**src/rtl/coverage_alpha_pixel_blend_unit_macros.svh**
```systemverilog
// Assertion macros shared by the coverage alpha blend RTL.
`ifndef COVERAGE_ALPHA_PIXEL_BLEND_UNIT_MACROS_SVH
`define COVERAGE_ALPHA_PIXEL_BLEND_UNIT_MACROS_SVH

// Implication checked at every clock edge outside reset.
`define CAB_ASSERT_IMPL(label, clk, rst_n, ante, cons, msg) \
    label: assert property (@(posedge clk) disable iff (!(rst_n)) (ante) |-> (cons)) \
        else $error(msg);

// Condition that must hold at every clock edge outside reset.
`define CAB_ASSERT_ALWAYS(label, clk, rst_n, cond, msg) \
    label: assert property (@(posedge clk) disable iff (!(rst_n)) (cond)) \
        else $error(msg);

`endif

```
**src/rtl/cab_pkg.sv**
```systemverilog
// Shared constants and pipeline payload types of the coverage alpha blend unit.
package cab_pkg;

    localparam int unsigned ChanW     = 8;
    localparam int unsigned NumChan   = 3;
    localparam int unsigned SumW      = ChanW + 1;
    localparam int unsigned RemW      = 2 * ChanW + 1;
    localparam int unsigned ProdW     = 2 * ChanW;
    localparam int unsigned DivStages = 4;

    localparam logic [ChanW-1:0] FullScale     = 8'd255;
    localparam logic [ChanW-1:0] CoverageReset = 8'd255;
    localparam logic [ProdW-1:0] RoundBias     = 16'h0080;

    typedef logic [NumChan-1:0][ChanW-1:0] t_rgb;

    // One accepted pixel pair.
    typedef struct packed {
        t_rgb             back;
        t_rgb             fore;
        logic [ChanW-1:0] alpha;
    } t_pixel;

    // Colours, background weight and the biased coverage times alpha product.
    typedef struct packed {
        t_rgb             back;
        t_rgb             fore;
        logic [ChanW-1:0] wb;
        logic [ProdW-1:0] prod;
    } t_prod;

    // Colours with both layer weights.
    typedef struct packed {
        t_rgb             back;
        t_rgb             fore;
        logic [ChanW-1:0] wb;
        logic [ChanW-1:0] wf;
    } t_weight;

    // Per-channel divider state: partial remainder and quotient bits so far.
    typedef struct packed {
        logic [NumChan-1:0][RemW-1:0] rem;
        t_rgb                         quot;
        logic [SumW-1:0]              sum;
        logic                         zero;
    } t_div;

endpackage

```
**src/rtl/cab_weight.sv**
```systemverilog
// Two pipeline stages that form the background and foreground layer weights.
module cab_weight (
    input  logic                            i_clk,
    input  logic                            i_rst_n,
    input  logic [cab_pkg::ChanW-1:0]       i_coverage,
    input  logic                            i_valid,
    output logic                            o_ready,
    input  cab_pkg::t_pixel                 i_data,
    output logic                            o_valid,
    input  logic                            i_ready,
    output cab_pkg::t_weight                o_data
);

    logic                    r_valid_a;
    logic                    r_valid_b;
    cab_pkg::t_prod          r_prod;
    cab_pkg::t_prod          n_prod;
    cab_pkg::t_weight        r_wgt;
    cab_pkg::t_weight        n_wgt;
    logic                    w_ready_a;
    logic                    w_ready_b;
    logic [cab_pkg::ProdW-1:0] w_fold;

    // A stage takes a new request when it is empty or its content moves on.
    assign w_ready_b = !r_valid_b || i_ready;
    assign w_ready_a = !r_valid_a || w_ready_b;
    assign o_ready   = w_ready_a;

    // First stage: coverage times alpha plus the rounding bias. The background
    // weight (255 - coverage) * 255 / 255 rounds back to 255 - coverage exactly.
    always_comb begin
        n_prod.back = i_data.back;
        n_prod.fore = i_data.fore;
        n_prod.wb   = cab_pkg::FullScale - i_coverage;
        n_prod.prod = i_coverage * i_data.alpha + cab_pkg::RoundBias;
    end

    // Second stage: divide by 255 with the shift-and-add fold.
    assign w_fold = {{cab_pkg::ChanW{1'b0}}, r_prod.prod[cab_pkg::ProdW-1:cab_pkg::ChanW]}
                    + r_prod.prod;

    always_comb begin
        n_wgt.back = r_prod.back;
        n_wgt.fore = r_prod.fore;
        n_wgt.wb   = r_prod.wb;
        n_wgt.wf   = w_fold[cab_pkg::ProdW-1:cab_pkg::ChanW];
    end

    // Valid bits.
    always_ff @(posedge i_clk) begin
        if (!i_rst_n) begin
            r_valid_a <= 1'b0;
            r_valid_b <= 1'b0;
        end else begin
            if (w_ready_a) begin
                r_valid_a <= i_valid;
            end
            if (w_ready_b) begin
                r_valid_b <= r_valid_a;
            end
        end
    end

    // Payload registers.
    always_ff @(posedge i_clk) begin
        if (w_ready_a && i_valid) begin
            r_prod <= n_prod;
        end
        if (w_ready_b && r_valid_a) begin
            r_wgt <= n_wgt;
        end
    end

    assign o_valid = r_valid_b;
    assign o_data  = r_wgt;

endmodule

```
**src/rtl/cab_mix.sv**
```systemverilog
// Pipeline stage that forms the weighted colour sums and the weight total.
`include "coverage_alpha_pixel_blend_unit_macros.svh"

module cab_mix (
    input  logic             i_clk,
    input  logic             i_rst_n,
    input  logic             i_valid,
    output logic             o_ready,
    input  cab_pkg::t_weight i_data,
    output logic             o_valid,
    input  logic             i_ready,
    output cab_pkg::t_div    o_data
);

    logic                       r_valid;
    cab_pkg::t_div              r_data;
    cab_pkg::t_div              n_data;
    logic                       w_ready;
    logic [cab_pkg::RemW-1:0]   w_bound;

    assign w_ready = !r_valid || i_ready;
    assign o_ready = w_ready;

    // Numerator of each channel and the sum of the two weights. Each product
    // keeps its full 16 bits before the two are added.
    always_comb begin
        logic [cab_pkg::ProdW-1:0] v_back;
        logic [cab_pkg::ProdW-1:0] v_fore;
        n_data.sum  = {1'b0, i_data.wb} + {1'b0, i_data.wf};
        n_data.zero = (n_data.sum == '0);
        n_data.quot = '0;
        for (int c = 0; c < cab_pkg::NumChan; c++) begin
            v_back = {{cab_pkg::ChanW{1'b0}}, i_data.back[c]}
                   * {{cab_pkg::ChanW{1'b0}}, i_data.wb};
            v_fore = {{cab_pkg::ChanW{1'b0}}, i_data.fore[c]}
                   * {{cab_pkg::ChanW{1'b0}}, i_data.wf};
            n_data.rem[c] = {1'b0, v_back} + {1'b0, v_fore};
        end
    end

    always_ff @(posedge i_clk) begin
        if (!i_rst_n) begin
            r_valid <= 1'b0;
        end else if (w_ready) begin
            r_valid <= i_valid;
        end
    end

    always_ff @(posedge i_clk) begin
        if (w_ready && i_valid) begin
            r_data <= n_data;
        end
    end

    assign o_valid = r_valid;
    assign o_data  = r_data;

    // A weighted mean never exceeds 255, so each numerator is at most 255 * sum.
    assign w_bound = {r_data.sum, {cab_pkg::ChanW{1'b0}}} - {{cab_pkg::ChanW{1'b0}}, r_data.sum};

    `CAB_ASSERT_IMPL(a_num_bound, i_clk, i_rst_n, r_valid,
        (r_data.rem[0] <= w_bound) && (r_data.rem[1] <= w_bound) && (r_data.rem[2] <= w_bound),
        "weighted colour sum exceeds 255 times the weight total")

endmodule

```
**src/rtl/cab_div_step.sv**
```systemverilog
// Divider pipeline stage that resolves two quotient bits of every channel.
`include "coverage_alpha_pixel_blend_unit_macros.svh"

module cab_div_step (
    input  logic          i_clk,
    input  logic          i_rst_n,
    input  logic          i_valid,
    output logic          o_ready,
    input  cab_pkg::t_div i_data,
    output logic          o_valid,
    input  logic          i_ready,
    output cab_pkg::t_div o_data
);

    logic                     r_valid;
    cab_pkg::t_div            r_data;
    cab_pkg::t_div            n_data;
    logic                     w_ready;
    logic [cab_pkg::RemW-1:0] w_den;

    assign w_ready = !r_valid || i_ready;
    assign o_ready = w_ready;

    // The divisor sits aligned to the top quotient bit; the remainder shifts
    // left after each compare, so every step uses the same divisor.
    assign w_den = {1'b0, i_data.sum, 7'd0};

    // Two restoring steps on each channel.
    always_comb begin
        logic [cab_pkg::RemW-1:0]  v_rem;
        logic [cab_pkg::ChanW-1:0] v_quot;
        n_data = i_data;
        for (int c = 0; c < cab_pkg::NumChan; c++) begin
            v_rem  = i_data.rem[c];
            v_quot = i_data.quot[c];
            for (int k = 0; k < 2; k++) begin
                if (v_rem >= w_den) begin
                    v_rem  = v_rem - w_den;
                    v_quot = {v_quot[cab_pkg::ChanW-2:0], 1'b1};
                end else begin
                    v_quot = {v_quot[cab_pkg::ChanW-2:0], 1'b0};
                end
                v_rem = {v_rem[cab_pkg::RemW-2:0], 1'b0};
            end
            n_data.rem[c]  = v_rem;
            n_data.quot[c] = v_quot;
        end
    end

    always_ff @(posedge i_clk) begin
        if (!i_rst_n) begin
            r_valid <= 1'b0;
        end else if (w_ready) begin
            r_valid <= i_valid;
        end
    end

    always_ff @(posedge i_clk) begin
        if (w_ready && i_valid) begin
            r_data <= n_data;
        end
    end

    assign o_valid = r_valid;
    assign o_data  = r_data;

    // After each step the shifted remainder stays below twice the aligned divisor.
    `CAB_ASSERT_IMPL(a_rem_bound, i_clk, i_rst_n, r_valid && !r_data.zero,
        (r_data.rem[0] < {r_data.sum, 8'd0}) && (r_data.rem[1] < {r_data.sum, 8'd0})
        && (r_data.rem[2] < {r_data.sum, 8'd0}),
        "divider remainder out of range")

endmodule

```
**src/rtl/coverage_alpha_pixel_blend_unit.sv**
```systemverilog
// Top level of the coverage alpha blend unit: RGBA foreground over RGB background.
//
// Usage:
//   Slave stream: one request per pixel pair, 56-bit tdata holding the background
//   red, green, blue, then the foreground red, green, blue and alpha bytes.
//   Master stream: one request per pixel, 24-bit tdata holding red, green, blue.
//   Configuration channel: an 8-bit coverage alpha, always ready; write it only
//   while no pixel is in flight. Reset sets the coverage to 255.
//   Seven register stages: two weight stages, one numerator stage and four divider
//   stages of two quotient bits, passed in that order; o_m_axis_tvalid is the
//   valid bit of the last divider stage.
//   Throughput is one pixel per clock while the receiver keeps tready high.
//   When the receiver stalls, requests stop in the stages they occupy and the
//   empty stages keep filling; tready drops only when all seven stages are full.
//   Reset clears every valid bit, so the pipeline comes up empty.
//   When both weights are zero (coverage 255, alpha 0) the pixel is black.
`include "coverage_alpha_pixel_blend_unit_macros.svh"

module coverage_alpha_pixel_blend_unit (
    input  logic        i_clk,
    input  logic        i_rst_n,
    // Configuration: coverage alpha.
    input  logic        i_cfg_valid,
    output logic        o_cfg_ready,
    input  logic [7:0]  i_cfg_data,
    // Pixel pairs in.
    input  logic        i_s_axis_tvalid,
    output logic        o_s_axis_tready,
    // back_red, back_green, back_blue, fore_red, fore_green, fore_blue, fore_alpha
    input  logic [55:0] i_s_axis_tdata,
    // Blended pixels out.
    output logic        o_m_axis_tvalid,
    input  logic        i_m_axis_tready,
    // out_red, out_green, out_blue
    output logic [23:0] o_m_axis_tdata
);

    logic [cab_pkg::ChanW-1:0]      r_coverage;
    cab_pkg::t_pixel                w_pixel;
    cab_pkg::t_weight               w_wgt;
    logic                           w_wgt_valid;
    logic                           w_wgt_ready;
    cab_pkg::t_div                  w_div [cab_pkg::DivStages+1];
    logic [cab_pkg::DivStages:0]    w_div_valid;
    logic [cab_pkg::DivStages:0]    w_div_ready;

    // Coverage register.
    assign o_cfg_ready = 1'b1;

    always_ff @(posedge i_clk) begin
        if (!i_rst_n) begin
            r_coverage <= cab_pkg::CoverageReset;
        end else if (i_cfg_valid) begin
            r_coverage <= i_cfg_data;
        end
    end

    // Unpack the input request.
    always_comb begin
        for (int c = 0; c < cab_pkg::NumChan; c++) begin
            w_pixel.back[c] = i_s_axis_tdata[c*8 +: 8];
            w_pixel.fore[c] = i_s_axis_tdata[24 + c*8 +: 8];
        end
        w_pixel.alpha = i_s_axis_tdata[55:48];
    end

    // Layer weights.
    cab_weight u_weight (
        .i_clk      (i_clk),
        .i_rst_n    (i_rst_n),
        .i_coverage (r_coverage),
        .i_valid    (i_s_axis_tvalid),
        .o_ready    (o_s_axis_tready),
        .i_data     (w_pixel),
        .o_valid    (w_wgt_valid),
        .i_ready    (w_wgt_ready),
        .o_data     (w_wgt)
    );

    // Weighted sums.
    cab_mix u_mix (
        .i_clk   (i_clk),
        .i_rst_n (i_rst_n),
        .i_valid (w_wgt_valid),
        .o_ready (w_wgt_ready),
        .i_data  (w_wgt),
        .o_valid (w_div_valid[0]),
        .i_ready (w_div_ready[0]),
        .o_data  (w_div[0])
    );

    // Divider pipeline.
    for (genvar g = 0; g < cab_pkg::DivStages; g++) begin : g_div
        cab_div_step u_step (
            .i_clk   (i_clk),
            .i_rst_n (i_rst_n),
            .i_valid (w_div_valid[g]),
            .o_ready (w_div_ready[g]),
            .i_data  (w_div[g]),
            .o_valid (w_div_valid[g+1]),
            .i_ready (w_div_ready[g+1]),
            .o_data  (w_div[g+1])
        );
    end

    // Output: the last divider register; zero total weight gives black.
    assign w_div_ready[cab_pkg::DivStages] = i_m_axis_tready;
    assign o_m_axis_tvalid = w_div_valid[cab_pkg::DivStages];
    assign o_m_axis_tdata  = w_div[cab_pkg::DivStages].zero ? '0
                                                            : w_div[cab_pkg::DivStages].quot;

    // The input side only backs up when the whole pipeline is full and stalled.
    `CAB_ASSERT_ALWAYS(a_full_only_when_stalled, i_clk, i_rst_n,
        o_s_axis_tready || (o_m_axis_tvalid && !i_m_axis_tready),
        "input not ready although the output is moving")

    // Input back-pressure means every stage holds a request; the ready chain is combinational.
    `CAB_ASSERT_IMPL(a_ready_chain, i_clk, i_rst_n, !o_s_axis_tready,
        (&w_div_valid) && w_wgt_valid,
        "input held off while a pipeline stage is empty")

endmodule

```
**config.mk**
```make
export PLATFORM = sky130hd
export DESIGN_NAME = coverage_alpha_pixel_blend_unit
export DESIGN_NICKNAME = d
export VERILOG_FILES = /design/src/rtl/cab_pkg.sv /design/src/rtl/cab_weight.sv /design/src/rtl/cab_mix.sv /design/src/rtl/cab_div_step.sv /design/src/rtl/coverage_alpha_pixel_blend_unit.sv
export VERILOG_INCLUDE_DIRS = /design/src /design/src/rtl
export SDC_FILE = /design/constraint.sdc
export NUM_CORES = 2
export LEC_CHECK = 0
export BUFFER_PORTS_ARGS = -buffer_cell sky130_fd_sc_hd__buf_2
export CORE_ASPECT_RATIO = 0.8
export CORE_MARGIN = 2
export CORE_UTILIZATION = 35
export CTS_CLUSTER_DIAMETER = 100
export CTS_CLUSTER_SIZE = 10
export DETAILED_ROUTE_END_ITERATION = 8
export PLACE_DENSITY = 0.6
export SLEW_MARGIN = 20
export SYNTH_ARGS = -nofsm -noshare
export SYNTH_HDL_FRONTEND = slang
export SYNTH_SLANG_ARGS = --single-unit
export TNS_END_PERCENT = 50
```
**constraint.sdc**
```tcl
create_clock -name i_clk -period 6.2 [get_ports i_clk]
set_input_delay 0.31 -clock i_clk [delete_from_list [all_inputs] [get_ports i_clk]]
set_output_delay 0.31 -clock i_clk [all_outputs]
set_load 0.02 [all_outputs]
```
---- Word-level counts from Yosys, hierarchy flattened ----
Index checks and enable logic that the tools add are counted.
word-level totals
  word-level logic and storage cells ...... 193
  flip-flop bits (word level) ............. 447
  latch bits .............................. 0
  memory bits (read-only) ................. 0
  input port bits ......................... 69
  bits in writable memories ............... 0
  memories ................................ 0
  output and inout port bits .............. 27
cells by class
  magnitude comparators ................... 24
  reductions and logical operators ........ 22
  add/subtract/negate cells ............... 28
  eq/ne operators ......................... 0
  bitwise operators ....................... 0
  shift operators ......................... 0
  multiply operators ...................... 7
  divide/modulo/power cells ............... 0
  mux-type cells .......................... 46
operators by type and width
  operator                                        count
  greater-or-equal comparator 17 x 16 -> 1 bit    24
  2-to-1 mux 16 bit                               21
  subtractor 16 bit                               21
  multiplier 8 x 8 -> 16 bit                      7
  adder 16 x 16 -> 17 bit                         3
  2-to-1 mux 1 bit                                24
  2-to-1 mux 24 bit                               1
  adder 16 x 8 -> 16 bit (second input constant)  1
  adder 8 x 16 -> 16 bit                          1
  adder 8 x 8 -> 9 bit                            1
  zero test 9 bit                                 1
  subtractor 8 bit (first input constant)         1
  logical AND 1 bit                               7
  zero test 1 bit                                 7
  logical OR 1 bit                                7

---- Logic depth before layout (Yosys ltp) ----
  depth in word-level cells ............... 9
  mapped depth ............................ 21

---- Hierarchy ----
From an unflattened synthesis, not the netlist that was laid out.
unflattened totals
  cell total of the unflattened synthesis .. 4012
  area, all modules ....................... 45115.8 um^2
modules (own cells, without submodules)
  module                           instances  area an instance (um^2)  sequential area each (um^2)  cells an instance
  cab_div_step                     4          5557.8                   2392.3                       467
  cab_mix                          1          15752.6                  1851.8                       1645
  cab_weight                       1          6670.1                   4124.0                       445
  coverage_alpha_pixel_blend_unit  1          461.7                    160.2                        54

---- Worst setup path after synthesis ----
OpenSTA, ideal clock, no wires.
  kind .................................... register to register
  start point ............................. register g_div[3].u_step.r_valid
  end point ............................... register u_mix.r_data, in the netlist u_mix.o_data[0] (enable)
  stages on the path, launching flop included .. 5
  setup slack ............................. 231 ps
  library setup time ...................... 573 ps
  buffers on the path ..................... 0
  clock period less this slack ............ 5969 ps
  data required time ...................... 5627 ps
  arrival time ............................ 5395 ps
  path through ............................ dfxtp_1 nor2b_1 and2_1 and3_1 a21boi_0
on the way
  cells in the longest elaborated chain, start to end .. 7
RTL lines
  what                            line                RTL
  start: declaration              cab_div_step.sv:15  logic r_valid;
  start signal: assignment        cab_div_step.sv:54  r_valid <= i_valid;
  zero test 1 bit                 cab_div_step.sv:21  assign w_ready = !r_valid || i_ready;
  logical OR 1 bit (4 in series)  cab_div_step.sv:21
  logical OR 1 bit                cab_mix.sv:21       assign w_ready = !r_valid || i_ready;
  logical AND 1 bit               cab_mix.sv:50       if (w_ready && i_valid) begin
  end signal: assignment          cab_mix.sv:51       r_data <= n_data;
  end: declaration                cab_mix.sv:16       cab_pkg::t_div r_data;
Every way passes these cells.
A chain may end at the register's enable or synchronous reset.

==> results.py <==
metrics = {
    "status": {
        "outcome": "finished clean",
    },
    "placed_design": {
        "routabilityCongestion": 0.8991,
        "port_buffers": 94,
        "post-dp-hpwl_mm": 70.64,
        "place_area_um2": 41910,
        "place_ws_ns": 0.06736,
    },
    "power_and_ir_drop": {
        "report.power.total_w": 0.02429,
        "switchingPower_w": 0.01081,
        "power_leakage_nw": 19.27,
        "clockPowerShare_pct": 10.5,
        "cellPowerDensity_nw_per_um2": 553.1,
        "combPwrFrac_pct": 70.2,
        "power.internal_w": 0.01348,
        "switching_share_pct": 44.52,
        "sequentialPowerShare_pct": 19.2,
        "peakVddDrop_mv": 0.6682,
    },
    "sta": {
        "max_freq_ghz": 0.1677,
        "fin_crit_sh_pct": 96.20,
        "period_minus_slack_ns": 5.965,
        "final_hold_viol_count": 0,
        "relSlewSlack_pct": 24.36,
        "clock_skew_ns": 0.04603,
        "drv_slew": 0,
        "worst_slack_ns": 0.2355,
        "setup_viol": 0,
        "tightest_slew_ns": 1.127,
    },
    "detailed_routing": {
        "first_iter_violations": 1552,
        "avgViaCountPerCell": 4.801,
        "met3_wirelength_mm": 4.206,
        "drc": 0,
        "wl_per_cell_um": 16.41,
        "ant_nets": 0,
        "drt-met1-wl_mm": 45.83,
        "wirelength_mm": 89.70,
        "vias": 26240,
        "highest_layer": "met4",
        "met2_length_mm": 37.99,
        "drt-pass1-iter-count": 5,
    },
    "synth": {
        "synth-xor-area-share_pct": 3.748,
        "synth_common_cells": "inv_1, ha_1, edfxtp_1",
        "synth_edf_count": 405,
        "synth-adder-area-share_pct": 32.67,
        "synth_compound_area_share_pct": 9.119,
        "muxShareOfSynthArea_pct": 3.592,
        "yosysMostFrequentCell": "inv_1",
        "ys_seq_area_share_pct": 31.75,
        "syn_area_um2": 39250,
        "synth_top_area_cell": "edfxtp_1",
        "ys_ff_latch": 420,
        "synth_area_leaders": "edfxtp_1, fa_1, ha_1, inv_1, and2_1",
        "async_flop_share_pct": 0,
        "synth_warnings": 0,
        "ys.flop_type": "edfxtp_1",
        "synth_top_area_share_pct": 30.98,
        "syn_nets": 4608,
        "synth_top_family_by_area": "adder cells",
        "syn_inst": 3724,
        "ys_types": 69,
        "avgSynthCellArea_um2": 10.54,
        "synthSimpleGateAreaFrac_pct": 12.90,
    },
    "final_layout": {
        "diodes": 0,
        "fin_util_pct": 39.61,
        "final_area_um2": 43920,
        "num-nets-final": 4831,
        "area_delta_synth_final_pct": 11.89,
        "fillers": 10720,
        "final_layout_size_suffix_gt1_share_pct": 9.150,
    },
    "global_routing": {
        "grt-ovfl-total": 0,
        "grt_pass1_vias": 26549,
        "grt_max_degree": 65,
        "antenna_found_initial": 0,
        "grt_pass1_wl_mm": 146.0,
        "track_usage_pct": 16.04,
    },
    "clocking": {
        "clk_pin_slew_worst_paths_ns": 0.07,
        "cts_htree_levels": 2,
        "tritoncts": "done",
        "clock_path_buffers": 3,
        "cts.sinks": 420,
        "root_buffer": "clkbuf_16",
        "cts_made_buffers": 48,
        "clk_latency_ns": 0.62,
    },
    "critical_path": {
        "startpoint_type": "flop",
        "cp.arrival_ns": 6.32,
        "path_common_cell": "fa_1",
        "critical_path_class": "flop to flop",
        "crit_slowest_cell": "fa_1",
        "worst-path-max-fanout": 12,
        "required_ns": 6.56,
        "slowest_delay_ns": 0.58,
        "crit_chain": "buf_4 > nand2_1 > fa_1 > fa_1 > fa_1 > inv_1 > fa_1 > fa_1 > fa_1 > ha_1 > o21a_1 > a2111oi_1 > o21a_1 > o21ai_0 > a31o_2 > a21oi_1 > xnor2_1",
        "timing.rr.start": "u_weight.o_data[12]",
        "end_kind": "flop",
        "startpoint": "u_weight.o_data[12]",
    },
    "die": {
        "core-area_um2": 110900,
        "ios": 96,
        "start_util_pct": 35.40,
        "num_rows": 109,
        "die_area_um2": 114900,
        "die_w_um": 378.4,
        "die_y_um": 303.5,
    },
    "min_path": {
        "hold_path.class": "input port to flop",
        "worstHoldStart": "i_s_axis_tvalid",
    },
    "job": {
        "cap_viol_max_count": 0,
    },
}
-- kinds of logic after synthesis --
group                    count (synthesis)
XOR/XNOR                               168
other                                    1
adder cells (fa/ha/maj)                815
flip-flops                             420
buffers and inverters                  647
AO/OA/AOI/OAI                          558
AND/OR/NAND/NOR                        987
multiplexers                           128
-- placed cells by master (no fill, tap or decap), drive strengths merged, types with 9 or more instances in the layout --
| cell | Yosys | layout |
|---|---|---|
| nor2b | 80 | 80 |
| dlygate4sd3 | 0 | 56 |
| mux2 | 103 | 103 |
| o211ai | 16 | 16 |
| nor2 | 169 | 169 |
| a211oi | 21 | 21 |
| ha | 465 | 465 |
| o21a | 46 | 46 |
| nand2 | 267 | 267 |
| nor3 | 39 | 39 |
| nand3 | 30 | 30 |
| nand4 | 28 | 28 |
| xor2 | 46 | 46 |
| dfxtp | 15 | 15 |
| nor4 | 12 | 12 |
| or3 | 14 | 14 |
| xnor2 | 122 | 122 |
| o21ai | 134 | 134 |
| edfxtp | 405 | 405 |
| a21oi | 176 | 176 |
| a21o | 43 | 43 |
| o31a | 9 | 9 |
| nand4b | 9 | 9 |
| o21bai | 20 | 20 |
| a21boi | 20 | 20 |
| mux2i | 25 | 25 |
| buf | 5 | 172 |
| and2 | 284 | 284 |
| a2111oi | 12 | 12 |
| nand2b | 26 | 26 |
| fa | 350 | 350 |
| clkbuf | 50 | 66 |
| inv | 592 | 594 |
| a31oi | 9 | 9 |
-- path summary, 6_finish.rpt --
path,endpoint,slack (ns),cells after the start
max reg2reg,u_mix.o_data[84],0.24,17
max,u_mix.o_data[84],0.24,17
min,u_weight.r_valid_a,0.04,3
min reg2reg,u_weight.o_data[25],0.41,0
-- power groups by stage --
stage / registers, W / clock network, W / logic [W]
2_1_floorplan: 0.00460 / 0 / 0.0132
5_1_grt: 0.00471 / 0.00274 / 0.0197
4_1_cts: 0.00470 / 0.00263 / 0.0170
3_3_place_gp: 0.00475 / 0 / 0.0167
6_report: 0.00467 / 0.00256 / 0.0171
3_5_place_dp: 0.00476 / 0 / 0.0168
-- per-layer routing --
metal | track usage (%) | up-vias
met2 | 24.36 | 554
met5 | 0 | -
met3 | 2.091 | 97
li1 | - | 13044
met4 | 3.386 | 0
met1 | 24.32 | 12545
-- final cells by class --
type / instances / area, µm² / area share, %
clock buffer: 66 / 1269 / 2.889
clock inverter: 4 / 38.79 / 0.08831
inverter: 592 / 2222 / 5.059
multi-input combinational: 2657 / 24430 / 55.61
sequential: 420 / 12460 / 28.37
tap: 1498 / 1874 / 4.267
timing repair buffer: 228 / 1629 / 3.709
-- state kept, by name (all words and copies together) (netlist names) --
register	flops
u_mix.o_data	61
g_div.u_step.o_valid	4
u_weight.n_wgt	56
u_weight.o_valid	1
r_coverage	8
u_mix.o_valid	1
u_weight.r_prod	16
u_weight.o_data	64
g_div.u_step.o_data	208
u_weight.r_valid_a	1
-- stage by stage --
| stage | hold slack, ns | setup TNS (ns) | cells |
|---|---|---|---|
| finish | 0.03655 | 0 | 5465 |
| global route | 0.04982 | -0.01170 | 5465 |
| CTS | 0.01034 | 0 | 5449 |
| detailed placement | 0.4045 | 0 | 5323 |
| global placement | 0.4008 | 0 | 5323 |
| floorplan | 0.4003 | 0 | 3724 |
-- worst max-delay path: cells and delay by family, from the launching register on --
kind	cells	cell delay (ns)
fa+ha+maj	7	3.30
compound gates	6	1.41
flops	1	0.50
buf+inv	2	0.29
simple gates	1	0.09
xor+xnor	1	0.09
-- timing repair --
| action | 4_1_cts | 5_1_grt |
|---|---|---|
| setup endpoints to repair | 0 | 10 |
| setup buffers | 0 | 16 |
| hold endpoints to repair | 56 | 0 |
| gates resized for setup | 0 | 3 |
| hold buffers | 56 | 0 |
Note: power is estimated with default switching activity, not from simulation.
